[config.mk]
export PLATFORM = sky130hd
export DESIGN_NAME = elevator_pd_position_step_core_flat
export DESIGN_NICKNAME = d
export VERILOG_FILES = /design/src/design/epps_pkg.sv /design/src/design/epps_in_if.sv /design/src/design/epps_out_if.sv /design/src/design/elevator_pd_position_step_core.sv /design/src/design/epps_cfg.sv /design/src/design/epps_law.sv /design/src/flat_wrapper.sv
export VERILOG_INCLUDE_DIRS = /design/src /design/src/design
export SDC_FILE = /design/constraint.sdc
export NUM_CORES = 1
export LEC_CHECK = 0
export ABC_CLOCK_PERIOD_IN_PS = 52600
export BUFFER_PORTS_ARGS = -buffer_cell sky130_fd_sc_hd__buf_4
export CELL_PAD_IN_SITES_DETAIL_PLACEMENT = 1
export CELL_PAD_IN_SITES_GLOBAL_PLACEMENT = 2
export CORE_MARGIN = 1
export CORE_UTILIZATION = 35
export CTS_BUF_LIST = sky130_fd_sc_hd__clkbuf_4 sky130_fd_sc_hd__clkbuf_8
export CTS_CLUSTER_SIZE = 28
export DETAILED_ROUTE_END_ITERATION = 8
export GPL_ROUTABILITY_DRIVEN = 0
export PLACE_DENSITY_LB_ADDON = 0.3
export SLEW_MARGIN = 10
export SYNTH_ARGS = -nofsm -noshare
export SYNTH_HDL_FRONTEND = slang
export SYNTH_SLANG_ARGS = --single-unit
[constraint.sdc]
create_clock -name clk_i -period 52.6 [get_ports clk_i]
set_clock_uncertainty 0.1 [all_clocks]
set_input_delay 13.15 -clock clk_i [delete_from_list [all_inputs] [get_ports clk_i]]
set_output_delay 13.15 -clock clk_i [all_outputs]
set_load 0.02 [all_outputs]
[src/design/elevator_pd_position_step_core_assert.svh]
// Assertion macros shared by the elevator PD position step RTL.
// Each macro expects clk_i and rst_ni to be visible where it is used.
`ifndef ELEVATOR_PD_POSITION_STEP_CORE_ASSERT_SVH
`define ELEVATOR_PD_POSITION_STEP_CORE_ASSERT_SVH

// Same-cycle implication, checked outside reset.
`define EPPS_ASSERT_NOW(lbl, ante, cons, msg) \
  lbl: assert property (@(posedge clk_i) disable iff (!rst_ni) (ante) |-> (cons)) \
    else $error(msg);

// Next-cycle implication, checked outside reset.
`define EPPS_ASSERT_NEXT(lbl, ante, cons, msg) \
  lbl: assert property (@(posedge clk_i) disable iff (!rst_ni) (ante) |=> (cons)) \
    else $error(msg);

`endif

[src/design/epps_pkg.sv]
// Package for the elevator PD position step: widths, codes, payload structs.
// No dependencies; used by the core, epps_cfg and epps_law.
`timescale 1ns / 1ps
`default_nettype none

package epps_pkg;

  localparam int CountW   = 16;
  localparam int ErrW     = CountW + 1;
  localparam int CmdW     = 16;
  localparam int TolW     = 10;
  localparam int CfgDataW = 16;
  localparam int CfgIdxW  = 2;
  localparam int StatusW  = 2;

  // Gains and normalization of the PD law.
  localparam logic signed [3:0] Kp = 4'sd6;
  localparam logic signed [3:0] Kd = 4'sd3;
  localparam longint unsigned Norm = 893;
  localparam int Q15Shift = 15;

  // Width of 6*e + 3*(e - prev); worst case magnitude is 12 * 65535.
  localparam int SumW = 21;

  // Magnitudes at or above 2^MagLoW overflow any 16-bit clamp after scaling.
  localparam int MagLoW = 11;

  // floor(x / 893) for x < 2^26 equals (x * RecipC) >> 36 with RecipC rounded up.
  localparam int RecipExp = 36;
  localparam longint unsigned RecipVal = ((64'd1 << RecipExp) + Norm - 1) / Norm;
  localparam int RecipW = 27;
  localparam logic [RecipW-1:0] RecipC = RecipW'(RecipVal);
  localparam int ProdW = MagLoW + RecipW;
  localparam int QuotW = 17;
  localparam int ProdShift = RecipExp - Q15Shift;

  localparam logic signed [CmdW-1:0] MaxOutRst = 16'sd32767;
  localparam logic signed [CmdW-1:0] MinOutRst = -16'sd32768;
  localparam logic [TolW-1:0] TolRst = 10'd10;

  typedef enum logic [CfgIdxW-1:0] {
    CFG_MAX_OUT   = 2'd0,
    CFG_MIN_OUT   = 2'd1,
    CFG_TOLERANCE = 2'd2
  } cfg_idx_e;

  typedef enum logic [StatusW-1:0] {
    ST_DRIVING     = 2'd0,
    ST_AT_TARGET   = 2'd1,
    ST_TOP_STOP    = 2'd2,
    ST_BOTTOM_STOP = 2'd3
  } status_e;

  typedef struct packed {
    logic signed [CmdW-1:0] max_out;
    logic signed [CmdW-1:0] min_out;
    logic [TolW-1:0]        tolerance;
  } cfg_t;

  typedef struct packed {
    logic signed [CountW-1:0] encoder_count;
    logic signed [CountW-1:0] target_count;
    logic                     target_is_bottom;
    logic                     top_hit;
    logic                     bottom_hit;
  } in_item_t;

  typedef struct packed {
    logic signed [CmdW-1:0] motor_command;
    status_e                status;
    logic                   still_active;
  } res_t;

endpackage

`default_nettype wire

[src/design/epps_in_if.sv]
// Input channel of the elevator PD position step: valid/ready and one tick's fields.
// Depends on no package.
`timescale 1ns / 1ps
`default_nettype none

interface epps_in_if;
  logic               valid;
  logic               ready;
  logic signed [15:0] encoder_count;
  logic signed [15:0] target_count;
  logic               target_is_bottom;
  logic               top_left_switch;
  logic               top_right_switch;
  logic               bottom_left_switch;
  logic               bottom_right_switch;

  modport source (
    output valid, encoder_count, target_count, target_is_bottom,
    output top_left_switch, top_right_switch, bottom_left_switch, bottom_right_switch,
    input  ready
  );

  modport sink (
    input  valid, encoder_count, target_count, target_is_bottom,
    input  top_left_switch, top_right_switch, bottom_left_switch, bottom_right_switch,
    output ready
  );
endinterface

`default_nettype wire

[src/design/epps_out_if.sv]
// Output channel of the elevator PD position step: valid/ready and the result fields.
// Depends on no package.
`timescale 1ns / 1ps
`default_nettype none

interface epps_out_if;
  logic               valid;
  logic               ready;
  logic signed [15:0] motor_command;
  logic [1:0]         status;
  logic               still_active;

  modport source (
    output valid, motor_command, status, still_active,
    input  ready
  );

  modport sink (
    input  valid, motor_command, status, still_active,
    output ready
  );
endinterface

`default_nettype wire

[src/design/elevator_pd_position_step_core.sv]
// Elevator PD position step: one motor command per control tick.
// An accepted input transaction is held in the input register, and its result then in the result register.
// Throughput: one transaction per cycle while results are read; the whole PD law fits between the input
// register and the result register, and the stored error closes in that one stage.
// Reset (rst_ni low, asynchronous): pipeline empty, stored error zero, clamps and
// tolerance at their reset values. No clearing pass is needed after reset.
`timescale 1ns / 1ps
`default_nettype none

`include "elevator_pd_position_step_core_assert.svh"

module elevator_pd_position_step_core (
  input  logic                           clk_i,
  input  logic                           rst_ni,
  epps_in_if.sink                        in_i,
  epps_out_if.source                     out_o,
  input  logic                           cfg_we_i,
  input  logic [epps_pkg::CfgIdxW-1:0]   cfg_idx_i,
  input  logic [epps_pkg::CfgDataW-1:0]  cfg_wdata_i
);
  import epps_pkg::*;

  // Configuration registers. The user must write them only while the block is idle;
  // the block does not enforce this, and the datapath reads them without any shadowing.
  cfg_t cfg;

  epps_cfg u_cfg (
    .clk_i   (clk_i),
    .rst_ni  (rst_ni),
    .we_i    (cfg_we_i),
    .idx_i   (cfg_idx_i),
    .wdata_i (cfg_wdata_i),
    .cfg_o   (cfg)
  );

  // Handshake. The result register frees up when it is empty or being read;
  // the input stage then moves forward, and a new transaction may enter the
  // input register in the same cycle. A waiting result therefore never blocks
  // acceptance while the input register is empty.
  logic     s0_valid_q, s0_valid_d;
  in_item_t s0_item_q;
  logic     out_valid_q, out_valid_d;
  res_t     out_res_q;
  logic     out_free;
  logic     in_fire;
  logic     s0_fire;
  logic     out_fire;

  assign out_free = !out_valid_q || out_o.ready;
  assign s0_fire  = s0_valid_q && out_free;
  assign in_i.ready = !s0_valid_q || out_free;
  assign in_fire  = in_i.valid && in_i.ready;
  assign out_fire = out_valid_q && out_o.ready;

  always_comb begin
    s0_valid_d = s0_valid_q;
    if (in_fire) begin
      s0_valid_d = 1'b1;
    end else if (s0_fire) begin
      s0_valid_d = 1'b0;
    end
  end

  always_comb begin
    out_valid_d = out_valid_q;
    if (s0_fire) begin
      out_valid_d = 1'b1;
    end else if (out_fire) begin
      out_valid_d = 1'b0;
    end
  end

  // Input register. The four limit switches are reduced to a top and a
  // bottom hit before they are stored.
  in_item_t in_item;

  always_comb begin
    in_item.encoder_count    = in_i.encoder_count;
    in_item.target_count     = in_i.target_count;
    in_item.target_is_bottom = in_i.target_is_bottom;
    in_item.top_hit          = in_i.top_left_switch || in_i.top_right_switch;
    in_item.bottom_hit       = in_i.bottom_left_switch || in_i.bottom_right_switch;
  end

  // The PD law itself, including the next value of the stored error.
  logic signed [ErrW-1:0] prev_err_q, prev_err_d;
  res_t                   law_res;

  epps_law u_law (
    .item_i     (s0_item_q),
    .cfg_i      (cfg),
    .prev_err_i (prev_err_q),
    .res_o      (law_res),
    .prev_err_o (prev_err_d)
  );

  always_ff @(posedge clk_i or negedge rst_ni) begin
    if (!rst_ni) begin
      s0_valid_q  <= 1'b0;
      out_valid_q <= 1'b0;
      prev_err_q  <= '0;
    end else begin
      s0_valid_q  <= s0_valid_d;
      out_valid_q <= out_valid_d;
      if (s0_fire) begin
        prev_err_q <= prev_err_d;
      end
    end
  end

  // Payload registers carry no reset; their valid flags qualify them.
  always_ff @(posedge clk_i) begin
    if (in_fire) begin
      s0_item_q <= in_item;
    end
    if (s0_fire) begin
      out_res_q <= law_res;
    end
  end

  assign out_o.valid         = out_valid_q;
  assign out_o.motor_command = out_res_q.motor_command;
  assign out_o.status        = out_res_q.status;
  assign out_o.still_active  = out_res_q.still_active;

  // A stage that moves forward always lands in the result register.
  `EPPS_ASSERT_NEXT(a_s0_to_out, s0_fire, out_valid_q, "result lost after input stage")
  // A stalled input stage keeps its transaction unchanged.
  `EPPS_ASSERT_NEXT(a_s0_hold, s0_valid_q && !out_free,
                    s0_valid_q && $stable(s0_item_q), "stalled input stage changed")
  // The stored error changes only when a transaction is processed.
  `EPPS_ASSERT_NEXT(a_prev_hold, !s0_fire, $stable(prev_err_q),
                    "stored error changed without a transaction")
  // Any outcome other than driving both zeroes the command and clears the error.
  `EPPS_ASSERT_NEXT(a_stop_clears, s0_fire && (law_res.status != ST_DRIVING),
                    prev_err_q == '0, "stored error not cleared on stop")
  `EPPS_ASSERT_NOW(a_stop_zero_cmd, out_valid_q && (out_res_q.status != ST_DRIVING),
                   out_res_q.motor_command == '0, "nonzero command with stop status")

endmodule

`default_nettype wire

[src/design/epps_cfg.sv]
// Configuration registers of the elevator PD position step (clamps, tolerance).
// Depends on epps_pkg.
`timescale 1ns / 1ps
`default_nettype none

module epps_cfg (
  input  logic                           clk_i,
  input  logic                           rst_ni,
  input  logic                           we_i,
  input  logic [epps_pkg::CfgIdxW-1:0]   idx_i,
  input  logic [epps_pkg::CfgDataW-1:0]  wdata_i,
  output epps_pkg::cfg_t                 cfg_o
);
  import epps_pkg::*;

  cfg_t cfg_q, cfg_d;

  always_comb begin
    cfg_d = cfg_q;
    if (we_i) begin
      case (cfg_idx_e'(idx_i))
        CFG_MAX_OUT:   cfg_d.max_out   = $signed(wdata_i[CmdW-1:0]);
        CFG_MIN_OUT:   cfg_d.min_out   = $signed(wdata_i[CmdW-1:0]);
        CFG_TOLERANCE: cfg_d.tolerance = wdata_i[TolW-1:0];
        default:       cfg_d = cfg_q;
      endcase
    end
  end

  always_ff @(posedge clk_i or negedge rst_ni) begin
    if (!rst_ni) begin
      cfg_q.max_out   <= MaxOutRst;
      cfg_q.min_out   <= MinOutRst;
      cfg_q.tolerance <= TolRst;
    end else begin
      cfg_q <= cfg_d;
    end
  end

  assign cfg_o = cfg_q;

endmodule

`default_nettype wire

[src/design/epps_law.sv]
// PD law of one control tick: error, scaled command, clamps and limit stops.
// Depends on epps_pkg; purely combinational.
`timescale 1ns / 1ps
`default_nettype none

module epps_law (
  input  epps_pkg::in_item_t                 item_i,
  input  epps_pkg::cfg_t                     cfg_i,
  input  logic signed [epps_pkg::ErrW-1:0]   prev_err_i,
  output epps_pkg::res_t                     res_o,
  output logic signed [epps_pkg::ErrW-1:0]   prev_err_o
);
  import epps_pkg::*;

  logic signed [ErrW-1:0]   err;
  logic [ErrW-1:0]          err_mag;
  logic                     at_target;
  logic signed [SumW-1:0]   err_x;
  logic signed [SumW-1:0]   diff_x;
  logic signed [SumW-1:0]   pd_sum;
  logic [SumW-1:0]          sum_mag;
  logic                     sum_big;
  logic [ProdW-1:0]         prod;
  logic [QuotW-1:0]         quot;
  logic signed [QuotW:0]    raw;
  logic signed [CmdW-1:0]   cmd;

  assign err     = ErrW'(item_i.target_count) - ErrW'(item_i.encoder_count);
  assign err_mag = err[ErrW-1] ? ErrW'(-err) : ErrW'(err);
  assign at_target = err_mag <= ErrW'(cfg_i.tolerance);

  assign err_x  = SumW'(err);
  assign diff_x = SumW'(err) - SumW'(prev_err_i);
  assign pd_sum = err_x * Kp + diff_x * Kd;

  // Truncation toward zero: divide the magnitude, then restore the sign.
  assign sum_mag = pd_sum[SumW-1] ? SumW'(-pd_sum) : SumW'(pd_sum);
  assign sum_big = |sum_mag[SumW-1:MagLoW];
  assign prod    = ProdW'(sum_mag[MagLoW-1:0]) * ProdW'(RecipC);
  assign quot    = sum_big ? '1 : prod[ProdShift +: QuotW];
  assign raw     = pd_sum[SumW-1] ? -$signed({1'b0, quot}) : $signed({1'b0, quot});

  // Upper clamp is tested first, so crossed clamps give max_out above it, else min_out.
  always_comb begin
    if (raw > (QuotW+1)'(cfg_i.max_out)) begin
      cmd = cfg_i.max_out;
    end else if (raw < (QuotW+1)'(cfg_i.min_out)) begin
      cmd = cfg_i.min_out;
    end else begin
      cmd = CmdW'(raw);
    end
  end

  always_comb begin
    res_o.motor_command = '0;
    prev_err_o          = '0;
    if (at_target) begin
      res_o.status = ST_AT_TARGET;
    end else if ((cmd > 0) && item_i.top_hit) begin
      res_o.status = ST_TOP_STOP;
    end else if (item_i.target_is_bottom && item_i.bottom_hit) begin
      res_o.status = ST_BOTTOM_STOP;
    end else begin
      res_o.status        = ST_DRIVING;
      res_o.motor_command = cmd;
      prev_err_o          = err;
    end
    res_o.still_active = (res_o.status == ST_DRIVING) || (res_o.status == ST_AT_TARGET);
  end

endmodule

`default_nettype wire
[src/flat_wrapper.sv]
// flat-port wrapper written by rule: the top's interface ports become plain ports
module elevator_pd_position_step_core_flat import epps_pkg::*;
  (clk_i, rst_ni, cfg_we_i, cfg_idx_i, cfg_wdata_i, in_i_valid, in_i_encoder_count, in_i_target_count, in_i_target_is_bottom, in_i_top_left_switch, in_i_top_right_switch, in_i_bottom_left_switch, in_i_bottom_right_switch, in_i_ready, out_o_valid, out_o_motor_command, out_o_status, out_o_still_active, out_o_ready);
  epps_in_if in_i_i ();
  epps_out_if out_o_i ();
  input  logic clk_i;
  input  logic rst_ni;
  input  logic cfg_we_i;
  input  logic [epps_pkg::CfgIdxW-1:0] cfg_idx_i;
  input  logic [epps_pkg::CfgDataW-1:0] cfg_wdata_i;
  input wire logic [$bits(in_i_i.valid)-1:0] in_i_valid;
  input wire logic [$bits(in_i_i.encoder_count)-1:0] in_i_encoder_count;
  input wire logic [$bits(in_i_i.target_count)-1:0] in_i_target_count;
  input wire logic [$bits(in_i_i.target_is_bottom)-1:0] in_i_target_is_bottom;
  input wire logic [$bits(in_i_i.top_left_switch)-1:0] in_i_top_left_switch;
  input wire logic [$bits(in_i_i.top_right_switch)-1:0] in_i_top_right_switch;
  input wire logic [$bits(in_i_i.bottom_left_switch)-1:0] in_i_bottom_left_switch;
  input wire logic [$bits(in_i_i.bottom_right_switch)-1:0] in_i_bottom_right_switch;
  output wire logic [$bits(in_i_i.ready)-1:0] in_i_ready;
  output wire logic [$bits(out_o_i.valid)-1:0] out_o_valid;
  output wire logic [$bits(out_o_i.motor_command)-1:0] out_o_motor_command;
  output wire logic [$bits(out_o_i.status)-1:0] out_o_status;
  output wire logic [$bits(out_o_i.still_active)-1:0] out_o_still_active;
  input wire logic [$bits(out_o_i.ready)-1:0] out_o_ready;
  assign in_i_i.valid = in_i_valid;
  assign in_i_i.encoder_count = in_i_encoder_count;
  assign in_i_i.target_count = in_i_target_count;
  assign in_i_i.target_is_bottom = in_i_target_is_bottom;
  assign in_i_i.top_left_switch = in_i_top_left_switch;
  assign in_i_i.top_right_switch = in_i_top_right_switch;
  assign in_i_i.bottom_left_switch = in_i_bottom_left_switch;
  assign in_i_i.bottom_right_switch = in_i_bottom_right_switch;
  assign in_i_ready = in_i_i.ready;
  assign out_o_valid = out_o_i.valid;
  assign out_o_motor_command = out_o_i.motor_command;
  assign out_o_status = out_o_i.status;
  assign out_o_still_active = out_o_i.still_active;
  assign out_o_i.ready = out_o_ready;
  elevator_pd_position_step_core u_core (.clk_i(clk_i), .rst_ni(rst_ni), .in_i(in_i_i), .out_o(out_o_i), .cfg_we_i(cfg_we_i), .cfg_idx_i(cfg_idx_i), .cfg_wdata_i(cfg_wdata_i));
endmodule
==> impl_metrics.tcl <==
set metrics [dict create \
    status "completed" \
    portBuffers 80 \
    grt_setup_unrepaired "no" \
    die_h_um 219 \
    synth_cell_types 106 \
    netlist_area_um2 16400 \
    fin_nets 2326 \
    hp-class "flip-flop to flip-flop" \
    h-tree-depth 4 \
    post-route-drc-count 0 \
    drtPass1Iterations 5 \
    setup_viol 0 \
    finalCritPeriodShare_pct 51.1 \
    start_util_pct 35.8 \
    vias_per_cell 5.23 \
    synthToLayoutAreaGrowth_pct 10.8 \
    synthArstFlopShare_pct 53.0 \
    ys.flop_type "edfxtp_1" \
    slowest_delay_ps 200 \
    ctsResizeCount 0 \
    syn_avg_cell_area_um2 9.04 \
    post_cts_buffers 0 \
    track_usage_pct 19.2 \
    antennaDiodeCount 0 \
    clock_path_buffers 2 \
    cts_buffers 17 \
    cpMaxStageDelayCell "nand3b_1" \
    synth-seq-cells 115 \
    grt_pass1_vias 13900 \
    worstSetupStartpointType "input pin" \
    grt_max_degree 62 \
    grt-ovfl-total 0 \
    setup_tns_ps 0 \
    antenna_found_initial 0 \
    critical_path_class "input pin to primary output" \
    synth_edf_count 54 \
    wl_per_cell_um 17.6 \
    clk_latency_ps 480 \
    rows 78 \
    hpwlAfterDp_mm 37.3 \
    holdBufCountCts 0 \
    drt-total-wl_mm 44.0 \
    required_ps 39350 \
    grt_first_pass_wirelength_mm 72.4 \
    maxSlewHeadroom_pct 25.3 \
    ant_nets 0 \
    cts-root-buf "clkbuf_8" \
    clkSinkCount 115 \
    tritoncts "yes" \
    hold_viol 0 \
    dieWidth_um 219 \
    path_clk_slew_ps 70 \
    first_iter_violations 557 \
    ys_seq_area_share_pct 19.3 \
    fmax_mhz 37.2 \
    cp-end-kind "primary output" \
    crit_chain "buf_4 > nand3b_1 > buf_4" \
    report.final.slew_viol_count 0 \
    worstPathMaxFanout 3 \
    max_cap_viol_count 0 \
    worstMarginPinSlew_ps 1120 \
    synthCells 1814 \
    vias 13100 \
    synth_nets 2246 \
    fill_cells 5369 \
    core_area_um2 45800 \
    io-pin-count 81 \
    period_minus_slack_ps 26890 \
    fp.dieArea_um2 47700 \
    arrival_ps 13640 \
    yosysWarnings 0 \
    crit_top_cell "buf_4" \
    drive_above_1_share_pct 12.2 \
]
[path summary, 6_finish.rpt]
path | slack, ps | depth (start not counted) | to | start
worst min register to register | 390 | 2 | u_core.prev_err_q[13]$_DFFE_PN0P_ | u_core.prev_err_q[13]$_DFFE_PN0P_
min in group asynchronous | 12650 | 1 | u_core.u_cfg.cfg_o[21]$_DFFE_PN0P_ | rst_ni
worst max-delay path | 25710 | 3 | in_i_ready | out_o_ready
max in group asynchronous | 39210 | 1 | u_core.prev_err_q[9]$_DFFE_PN0P_ | rst_ni
worst min-delay path | 390 | 2 | u_core.prev_err_q[13]$_DFFE_PN0P_ | u_core.prev_err_q[13]$_DFFE_PN0P_
worst max register to register | 30830 | 72 | u_core.prev_err_q[16]$_DFFE_PN0P_ | u_core.s0_item_q[19]$_DFFE_PP_
[area by class of cell]
type / instances / area (um^2) / area share (%)
multi-input combinational: 1329 / 11800 / 65.0
clock buffer: 17 / 234 / 1.29
sequential: 115 / 3170 / 17.4
timing repair buffer: 93 / 698 / 3.84
tap: 600 / 751 / 4.13
inverter: 338 / 1270 / 6.99
clock inverter: 15 / 229 / 1.26
[synthesized netlist by cell type, drive strengths merged (6+ instances only)]
cell type | number | area share [%]
a2111oi | 7 | 0.42
a211oi | 21 | 0.99
a21boi | 10 | 0.50
a21o | 57 | 2.6
a21oi | 92 | 2.8
a221oi | 6 | 0.43
a22oi | 6 | 0.31
a31oi | 17 | 0.78
and2 | 18 | 0.69
and3 | 20 | 0.76
buf | 10 | 0.38
clkbuf | 22 | 0.52
dfrtp | 43 | 6.6
dfstp | 18 | 2.9
edfxtp | 54 | 9.9
fa | 102 | 12
ha | 270 | 21
inv | 337 | 7.7
mux2 | 31 | 2.1
mux2i | 12 | 0.81
nand2 | 96 | 2.2
nand2b | 13 | 0.50
nand3 | 22 | 0.67
nand3b | 11 | 0.50
nand4 | 22 | 0.84
nor2 | 92 | 2.2
nor2b | 12 | 0.46
nor3 | 33 | 1.1
nor4 | 8 | 0.34
o211ai | 20 | 0.98
o21a | 15 | 0.69
o21ai | 78 | 2.4
o21bai | 6 | 0.27
o22ai | 8 | 0.31
o31ai | 18 | 1.2
or2 | 13 | 0.50
or3 | 14 | 0.56
xnor2 | 61 | 3.4
xor2 | 36 | 2.0
[sequential cells by signal, summed over array words and instances, names as in the netlist]
register                    flops
u_core.u_cfg.cfg_o             42
u_core.s0_item_q               35
u_core.prev_err_q              17
u_core.out_o.motor_command     16
u_core.out_o.status             2
u_core.out_o.still_active       1
u_core.out_o.valid              1
u_core.s0_valid_q               1
[worst max-delay path, delay by kind of cell]
family | cells | cell delay, ps
simple gates | 1 | 200
buf+inv | 2 | 300
[metal layers]
layer	routed length, um	vias up	global-route usage [%]
met3	1030	40	2.12
li1	-	6466	-
met2	20900	173	32.7
met5	0	-	0
met1	21100	6430	25.3
met4	950	0	5.80
[per-stage QoR]
step / hold slack (ps) / worst slack, ps / util (%) / cell area (um^2) / instances
after floorplan: 357 / 25920 / - / 16400 / 1814
after global placement: 368 / 25730 / 38.7 / 17700 / 2475
after detailed placement: 375 / 25720 / 38.7 / 17700 / 2475
after CTS: 391 / 25710 / 39.7 / 18200 / 2507
after global routing: 425 / 25680 / 39.7 / 18200 / 2507
final: 388 / 25710 / 39.7 / 18200 / 2507
[cells by family after synthesis]
family                     count (synthesis)  share of synthesized area [%]
buffers and inverters                    370                           8.65
xor gates and xnor gates                  98                           5.48
adders and majority gates                376                           33.3
DFF                                      115                           19.3
and+or+nand+nor                          390                           12.1
muxes                                     43                           2.94
AOI/OAI and AO/OA                        422                           18.3
[cells in the final DEF (no fill, tap or decap), types with 35 or more instances in the layout]
cell type	netlist	layout
buf_4	0	93
o21ai_0	70	70
xor2_1	35	35
xnor2_1	60	60
nor2_1	91	91
ha_1	270	270
edfxtp_1	54	54
nand2_1	96	96
inv_1	335	335
fa_1	102	102
a21oi_1	91	91
dfrtp_1	43	43
a21o_1	57	57
Power is not shown: default switching activity piles up to over one toggle a cycle in this logic, so the estimate is an artifact.
